===== config.mk =====
export PLATFORM = sky130hd
export DESIGN_NAME = cartridge_bank_mapper
export DESIGN_NICKNAME = d
export VERILOG_FILES = /design/src/hdl/cbm_pkg.sv /design/src/hdl/cartridge_bank_mapper.sv /design/src/hdl/cbm_regs.sv /design/src/hdl/cbm_xlate.sv
export VERILOG_INCLUDE_DIRS = /design/src /design/src/hdl
export SDC_FILE = /design/constraint.sdc
export NUM_CORES = 1
export LEC_CHECK = 0
export BUFFER_PORTS_ARGS = -buffer_cell sky130_fd_sc_hd__buf_2
export CAP_MARGIN = 20
export CORE_MARGIN = 2
export CORE_UTILIZATION = 55
export DETAILED_ROUTE_END_ITERATION = 10
export PLACE_DENSITY = 0.77
export SLEW_MARGIN = 20
export SYNTH_ARGS = -nofsm -noshare
export SYNTH_HDL_FRONTEND = slang
export SYNTH_SLANG_ARGS = --single-unit

===== constraint.sdc =====
create_clock -name clk_i -period 3.9 [get_ports clk_i]
set_input_delay 0.585 -clock clk_i [delete_from_list [all_inputs] [get_ports clk_i]]
set_output_delay 0.585 -clock clk_i [all_outputs]
set_load 0.01 [all_outputs]

===== src/hdl/cartridge_bank_mapper_macros.svh =====
// assertion macros shared by the mapper files
`ifndef CARTRIDGE_BANK_MAPPER_MACROS_SVH
`define CARTRIDGE_BANK_MAPPER_MACROS_SVH

`ifndef NO_ASSERTIONS

// same-cycle implication
`define CBM_ASSERT_IMPLIES(lbl, clk, rstn, ante, cons) \
  lbl: assert property (@(posedge clk) disable iff (!(rstn)) (ante) |-> (cons)) \
    else $error("mapper assertion failed");

// next-cycle implication
`define CBM_ASSERT_NEXT(lbl, clk, rstn, ante, cons) \
  lbl: assert property (@(posedge clk) disable iff (!(rstn)) (ante) |=> (cons)) \
    else $error("mapper assertion failed");

`else

`define CBM_ASSERT_IMPLIES(lbl, clk, rstn, ante, cons)
`define CBM_ASSERT_NEXT(lbl, clk, rstn, ante, cons)

`endif

`endif


===== src/hdl/cbm_pkg.sv =====
package cbm_pkg;

  // request kinds
  typedef enum logic [1:0] {
    MODE_WRITE = 2'd0,
    MODE_PRG   = 2'd1,
    MODE_CHR   = 2'd2
  } cbm_mode_e;

  // cpu write regions, address bits 15:13
  localparam logic [2:0] REGION_SELECT = 3'd4;
  localparam logic [2:0] REGION_BANK   = 3'd5;
  localparam logic [2:0] REGION_CHR_HI = 3'd6;
  localparam logic [2:0] REGION_CTRL   = 3'd7;

  // fixed program banks for the upper two windows
  localparam logic [7:0] PRG_FIXED_LO = 8'hFE;
  localparam logic [7:0] PRG_FIXED_HI = 8'hFF;

  localparam int unsigned NUM_BANKS = 8;

  typedef struct packed {
    logic [NUM_BANKS-1:0][7:0] bank;
    logic [7:0]                chr_hi;
    logic [7:0]                ctrl;
  } cbm_state_t;

  typedef struct packed {
    logic       en;
    logic [2:0] region;
    logic [7:0] data;
  } cbm_wr_t;

endpackage


===== src/hdl/cartridge_bank_mapper.sv =====
// channel   | dir | tdata (low bit up)                          | tuser
// ----------+-----+---------------------------------------------+-------------------
// s_axis    | in  | address[15:0], write_data[23:16]            | mode[1:0]
// m_axis    | out | physical_address[20:0], mirroring[21], pad  | address_valid
//
// one request per cycle while m_axis accepts results; each request passes through
// an input register, then one pass of bank selection and bit composition into
// the result register. bank state updates when a request leaves the input register.
// rst_ni clears valids and all bank state asynchronously.
// an m_axis stall holds the result; the input register still takes one more request.
`include "cartridge_bank_mapper_macros.svh"

module cartridge_bank_mapper #(
  parameter int unsigned PRG_BANK_BITS = 8
) (
  input  logic        clk_i,
  input  logic        rst_ni,
  input  logic        s_axis_tvalid_i,
  output logic        s_axis_tready_o,
  input  logic [23:0] s_axis_tdata_i,   // address[15:0], write_data[23:16]
  input  logic [1:0]  s_axis_tuser_i,   // mode[1:0]
  output logic        m_axis_tvalid_o,
  input  logic        m_axis_tready_i,
  output logic [23:0] m_axis_tdata_o,   // physical_address[20:0], mirroring[21]
  output logic        m_axis_tuser_o    // address_valid
);
  import cbm_pkg::*;

  // input register
  logic        in_vld_q;
  logic [1:0]  in_mode_q;
  logic [15:0] in_addr_q;
  logic [7:0]  in_data_q;

  // result register
  logic        out_vld_q;
  logic [20:0] out_phys_q;
  logic        out_ok_q;
  logic        out_mirr_q;

  logic        advance;
  logic        s_fire;
  logic        move;

  cbm_state_t  state;
  cbm_wr_t     wr;
  logic        mirr;
  logic [20:0] phys;
  logic        ok;

  // result slot frees when empty or being taken
  assign advance = !out_vld_q || m_axis_tready_i;
  assign move    = in_vld_q && advance;
  assign s_axis_tready_o = !in_vld_q || advance;
  assign s_fire  = s_axis_tvalid_i && s_axis_tready_o;

  always_ff @(posedge clk_i or negedge rst_ni) begin
    if (!rst_ni) begin
      in_vld_q <= 1'b0;
    end else if (s_axis_tready_o) begin
      in_vld_q <= s_axis_tvalid_i;
    end
  end

  always_ff @(posedge clk_i) begin
    if (s_fire) begin
      in_mode_q <= s_axis_tuser_i;
      in_addr_q <= s_axis_tdata_i[15:0];
      in_data_q <= s_axis_tdata_i[23:16];
    end
  end

  // cpu writes reach the bank state only as the request moves on
  assign wr.en     = move && (in_mode_q == MODE_WRITE);
  assign wr.region = in_addr_q[15:13];
  assign wr.data   = in_data_q;

  cbm_regs u_regs (
    .clk_i       (clk_i),
    .rst_ni      (rst_ni),
    .wr_i        (wr),
    .state_o     (state),
    .mirroring_o (mirr)
  );

  cbm_xlate #(
    .PRG_BANK_BITS (PRG_BANK_BITS)
  ) u_xlate (
    .state_i   (state),
    .mode_i    (in_mode_q),
    .address_i (in_addr_q),
    .phys_o    (phys),
    .valid_o   (ok)
  );

  always_ff @(posedge clk_i or negedge rst_ni) begin
    if (!rst_ni) begin
      out_vld_q <= 1'b0;
    end else if (advance) begin
      out_vld_q <= in_vld_q;
    end
  end

  always_ff @(posedge clk_i) begin
    if (move) begin
      out_phys_q <= phys;
      out_ok_q   <= ok;
      out_mirr_q <= mirr;
    end
  end

  assign m_axis_tvalid_o = out_vld_q;
  assign m_axis_tdata_o  = {2'b00, out_mirr_q, out_phys_q};
  assign m_axis_tuser_o  = out_ok_q;

  `CBM_ASSERT_IMPLIES(a_full_stall, clk_i, rst_ni, in_vld_q && out_vld_q && !m_axis_tready_i, !s_axis_tready_o)
  `CBM_ASSERT_NEXT(a_move_fills, clk_i, rst_ni, move, out_vld_q)
  `CBM_ASSERT_IMPLIES(a_miss_zero, clk_i, rst_ni, out_vld_q && !out_ok_q, out_phys_q == 21'd0)
  `CBM_ASSERT_IMPLIES(a_write_no_hit, clk_i, rst_ni, in_vld_q && in_mode_q == MODE_WRITE, !ok)

endmodule


===== src/hdl/cbm_regs.sv =====
`include "cartridge_bank_mapper_macros.svh"

module cbm_regs (
  input  logic                clk_i,
  input  logic                rst_ni,
  input  cbm_pkg::cbm_wr_t    wr_i,
  output cbm_pkg::cbm_state_t state_o,
  output logic                mirroring_o
);
  import cbm_pkg::*;

  logic [2:0] sel_q, sel_d;
  cbm_state_t st_q, st_d;

  always_comb begin
    sel_d = sel_q;
    st_d  = st_q;
    if (wr_i.en) begin
      case (wr_i.region)
        REGION_SELECT: sel_d = wr_i.data[2:0];
        REGION_BANK:   st_d.bank[sel_q] = wr_i.data;
        REGION_CHR_HI: st_d.chr_hi = wr_i.data;
        REGION_CTRL:   st_d.ctrl = wr_i.data;
        default: ;
      endcase
    end
  end

  always_ff @(posedge clk_i or negedge rst_ni) begin
    if (!rst_ni) begin
      sel_q <= '0;
      st_q  <= '0;
    end else begin
      sel_q <= sel_d;
      st_q  <= st_d;
    end
  end

  assign state_o = st_q;
  // mirroring reflects the control byte after this request's update
  assign mirroring_o = ~st_d.ctrl[0];

  `CBM_ASSERT_NEXT(a_ctrl_load, clk_i, rst_ni, wr_i.en && wr_i.region == REGION_CTRL, st_q.ctrl == $past(wr_i.data))
  `CBM_ASSERT_NEXT(a_sel_load, clk_i, rst_ni, wr_i.en && wr_i.region == REGION_SELECT, sel_q == $past(wr_i.data[2:0]))
  `CBM_ASSERT_NEXT(a_idle_hold, clk_i, rst_ni, !wr_i.en, st_q == $past(st_q) && sel_q == $past(sel_q))

endmodule


===== src/hdl/cbm_xlate.sv =====
module cbm_xlate #(
  parameter int unsigned PRG_BANK_BITS = 8
) (
  input  cbm_pkg::cbm_state_t state_i,
  input  logic [1:0]          mode_i,
  input  logic [15:0]         address_i,
  output logic [20:0]         phys_o,
  output logic                valid_o
);
  import cbm_pkg::*;

  localparam logic [7:0] PrgMask = 8'((9'd1 << PRG_BANK_BITS) - 9'd1);

  logic [7:0] prg_bank;
  logic [7:0] chr_hi;
  logic [2:0] chr_idx;
  logic [8:0] chr_bank;

  always_comb begin
    case (address_i[14:13])
      2'd0:    prg_bank = state_i.bank[0];
      2'd1:    prg_bank = state_i.bank[1];
      2'd2:    prg_bank = PRG_FIXED_LO;
      default: prg_bank = PRG_FIXED_HI;
    endcase
    prg_bank = prg_bank & PrgMask;

    chr_hi   = state_i.ctrl[1] ? state_i.chr_hi : 8'h00;
    // 2KB slots pair onto registers 2 and 3
    chr_idx  = address_i[12] ? address_i[12:10] : {2'b01, address_i[11]};
    chr_bank = {chr_hi[chr_idx], state_i.bank[chr_idx]};

    phys_o  = '0;
    valid_o = 1'b0;
    case (cbm_mode_e'(mode_i))
      MODE_PRG: begin
        if (address_i[15]) begin
          phys_o  = {prg_bank, address_i[12:0]};
          valid_o = 1'b1;
        end
      end
      MODE_CHR: begin
        if (address_i[15:13] == 3'd0) begin
          if (address_i[12]) begin
            phys_o = 21'({chr_bank, address_i[9:0]});
          end else begin
            phys_o = 21'({chr_bank[8:1], address_i[10:0]});
          end
          valid_o = 1'b1;
        end
      end
      default: ;
    endcase
  end

endmodule

==> impl_results.md <==
- CP required: 4.30 ns
- Total GRT Usage: 0.232
- CP cell instances: inv_1 > ha_1 > and2_4 > nand4_4 > nor4_4 > mux2_2
- Nets: 441
- GRT overflow: 0
- CTS hold repair buffers: 0
- CTS root buffer: clkbuf_8
- Antenna violations before repair: 0
- Pwr dens: 540 mW/mm2
- H-tree depth: 4
- Critical Path End Type: flop
- Hold Path Class: in2reg
- Status: finished clean
- # DRC: 0
- Ys Warns: 0
- TritonCTS buffer count: 17
- Crit path max fanout: 8
- Die Height: 102 um
- CTS tree: yes
- CP bufs+invs: 1
- #FFs+latches synth: 124
- Synthesized area: 0.00527 mm2
- Starting Density: 0.567
- Placed cell area: 0.00563 mm2
- Critical Path Stages: 6
- Setup crit end: u_regs.state_o[54]
- First-pass GRT wire length: 17.5 mm
- Ys async rst share: 0.605
- Yosys cell types: 40
- Minimum clock period: 2.29 ns
- Average vias per placed instance: 5.67
- Post-synth EDFFs: 49
- DRT iter0 DRCs: 184
- FF-to-FF path depth: 6
- Slew margin rel.: 0.372
- First-pass DRT Iterations: 5
- DIE WIDTH: 102 um
- CTS sink cnt: 124
- Worst hold slack: 0.240 ns
- Max clock buf depth: 2
- Worst R2R Start: in_mode_q[0]
- Vias in the first global route: 3299
- Switching share of power: 0.233
- Fillers: 655
- Final GP Congestion: 0.953
- Clk slew on worst S/H paths: 0.06 ns
- Critical Path Start: in_mode_q[0]
- Fin area: 0.00625 mm2
- Sequential Power Share: 0.461
- Port buffer count: 54
- Most frequent cells in the layout: mux2_2 (76), dfrtp_1 (75), buf_2 (54), edfxtp_1 (49), clkbuf_16 (20)
- Main flop type after synthesis: dfrtp_1
- Worst Setup Start Kind: flop
- Combinational share of power: 0.064
- Syn Inst Count: 352
- Syn_area_per_cell: 15.0 um2
- Die area: 0.0104 mm2
- # resized after CTS: 0
- Synth-to-Final Area Change: 18.7%
- Worst EP arrival: 2.69 ns
- Critical Path Slowest Stage Cell: nor4_4
- Core area: 0.00928 mm2
- Cell family with most CP delay: simple AND/OR/NAND/NOR gates
- Least-Margin Pin Slew: 0.942 ns
- RSZ-0062 raised after global routing: no
- Worst r2r dst: u_regs.state_o[54]
- Final wirelength: 11.1 mm
- Setup Fix Bufs, Post-CTS: 0
- Top-level I/O count: 57
- WL/cell: 20.2 um
- Clock Power Share: 0.476
- Peak Freq: 436 MHz
- Final Max Slew Viols: 0
- Setup TNS Final: 0 ns
- ANT nets after route: 0
- Via count: 3119
- Max IR drop VDD: 0.000436 V
- HPWL after DPL: 7.23 mm
- Sw Pwr: 788 uW
- Slowest stage delay, CP: 0.72 ns
- Leak Pwr: 2.80 nW
- Final setup vio count: 0
- Leading cell type in the layout, fill and taps excluded: mux2_2
- Fraction of layout cells with a size suffix above 1: 0.428
- Hold Fails Final Rpt: 0
- Skew-Pair Late Insertion Delay: 0.52 ns
- P_int: 2.59 mW
- Row count: 35
- Reg2Reg Setup Slack: 1.61 ns
- Register area share after synthesis: 0.636
- Clk_skew: 0.00885 ns
- Max cap viols: 0
- Final period util: 0.588
- ANT cells: 0
- Largest net degree at the start of global routing: 76
- CP Class: reg2reg
## Yosys cell counts, types with 2 or more instances
master | number | area [um2]
a211oi_1 | 6 | 45.0
a21oi_1 | 6 | 30.0
a31oi_1 | 7 | 43.8
and2_1 | 13 | 81.3
buf_1 | 3 | 11.3
buf_2 | 6 | 30.0
buf_4 | 3 | 22.5
clkbuf_1 | 8 | 30.0
dfrtp_1 | 75 | 1880
edfxtp_1 | 49 | 1470
ha_1 | 3 | 37.5
inv_1 | 4 | 15.0
mux2_1 | 2 | 22.5
mux2_2 | 76 | 856
mux2i_1 | 15 | 150
mux4_2 | 2 | 45.0
nand2_1 | 16 | 60.1
nand2b_1 | 3 | 18.8
nand3_1 | 3 | 15.0
nand3_2 | 2 | 20.0
nor2_1 | 11 | 41.3
nor2b_1 | 6 | 37.5
nor3_4 | 2 | 32.5
o2111ai_1 | 3 | 26.3
o211ai_1 | 5 | 37.5
o21ai_0 | 9 | 45.0
## flip-flops by register name (all words and copies together) (netlist names)
register and flops:
u_regs.state_o 70, in_data_q 8, m_axis_tuser_o 1, in_vld_q 1
u_regs.sel_q 3, out_phys_q 21, in_addr_q 16, m_axis_tvalid_o 1
out_mirr_q 1, in_mode_q 2
## kinds of logic after synthesis
family	count (synthesis)	share of synthesized area
AO/OA/AOI/OAI	38	0.0463
adder cells (fa/ha/maj)	3	0.00713
AND/OR/NAND/NOR	67	0.0855
other	1	0.000712
multiplexers	95	0.204
buffers and inverters	24	0.0207
flip-flops	124	0.636
## routing by layer
metal / GRT usage / share of wire / vias up
met4: 0.109 / 0.027 / 0
met2: 0.356 / 0.47 / 117
met3: 0.0622 / 0.062 / 20
met1: 0.311 / 0.44 / 1581
met5: 0 / 0 / -
li1: - / - / 1401
## cell type report
class	instances	area, um2	area share
clock buffer	23	532	0.0851
multi-input combinational	205	1820	0.291
sequential	124	3350	0.536
tap	129	161	0.0258
timing repair buffer	56	285	0.0456
inverter	4	15.0	0.00240
clock inverter	9	93.8	0.0150
## per-stage QoR
stage / std cells / power, mW / utilization / worst slack (ns)
finish: 550 / 3.38 / 0.673 / 1.61
floorplan: 353 / 1.69 / - / 1.39
global placement: 518 / 1.78 / 0.606 / 1.64
CTS: 550 / 3.39 / 0.673 / 1.63
detailed placement: 518 / 1.79 / 0.606 / 1.61
global route: 550 / 3.48 / 0.673 / 1.49
## power groups by stage
stage          Sequential (mW)  Combinational, mW  Clock (mW)
2_1_floorplan             1.53              0.162           0
3_3_place_gp              1.57              0.206           0
3_5_place_dp              1.58              0.215           0
6_report                  1.56              0.215        1.61
5_1_grt                   1.57              0.236        1.68
4_1_cts                   1.55              0.218        1.62
## worst reg2reg max path: stages (launching register included)
cell and delay (ns):
edfxtp_1 0.40, inv_1 0.11, ha_1 0.16, and2_4 0.18, nand4_4 0.19, nor4_4 0.72
mux2_2 0.42
## worst min path at each step
stage               slack, ns            endpoint  cells after the start                from
finish                   0.24        in_data_q[2]                      1  s_axis_tdata_i[18]
global route             0.22        in_data_q[7]                      1  s_axis_tdata_i[23]
CTS                      0.22       in_addr_q[13]                      1  s_axis_tdata_i[13]
detailed placement       0.48  u_regs.state_o[56]                      1  u_regs.state_o[56]
global placement         0.47  u_regs.state_o[56]                      1  u_regs.state_o[56]
floorplan                0.29            in_vld_q                      0              rst_ni
Note: power is estimated with default switching activity, not from simulation.
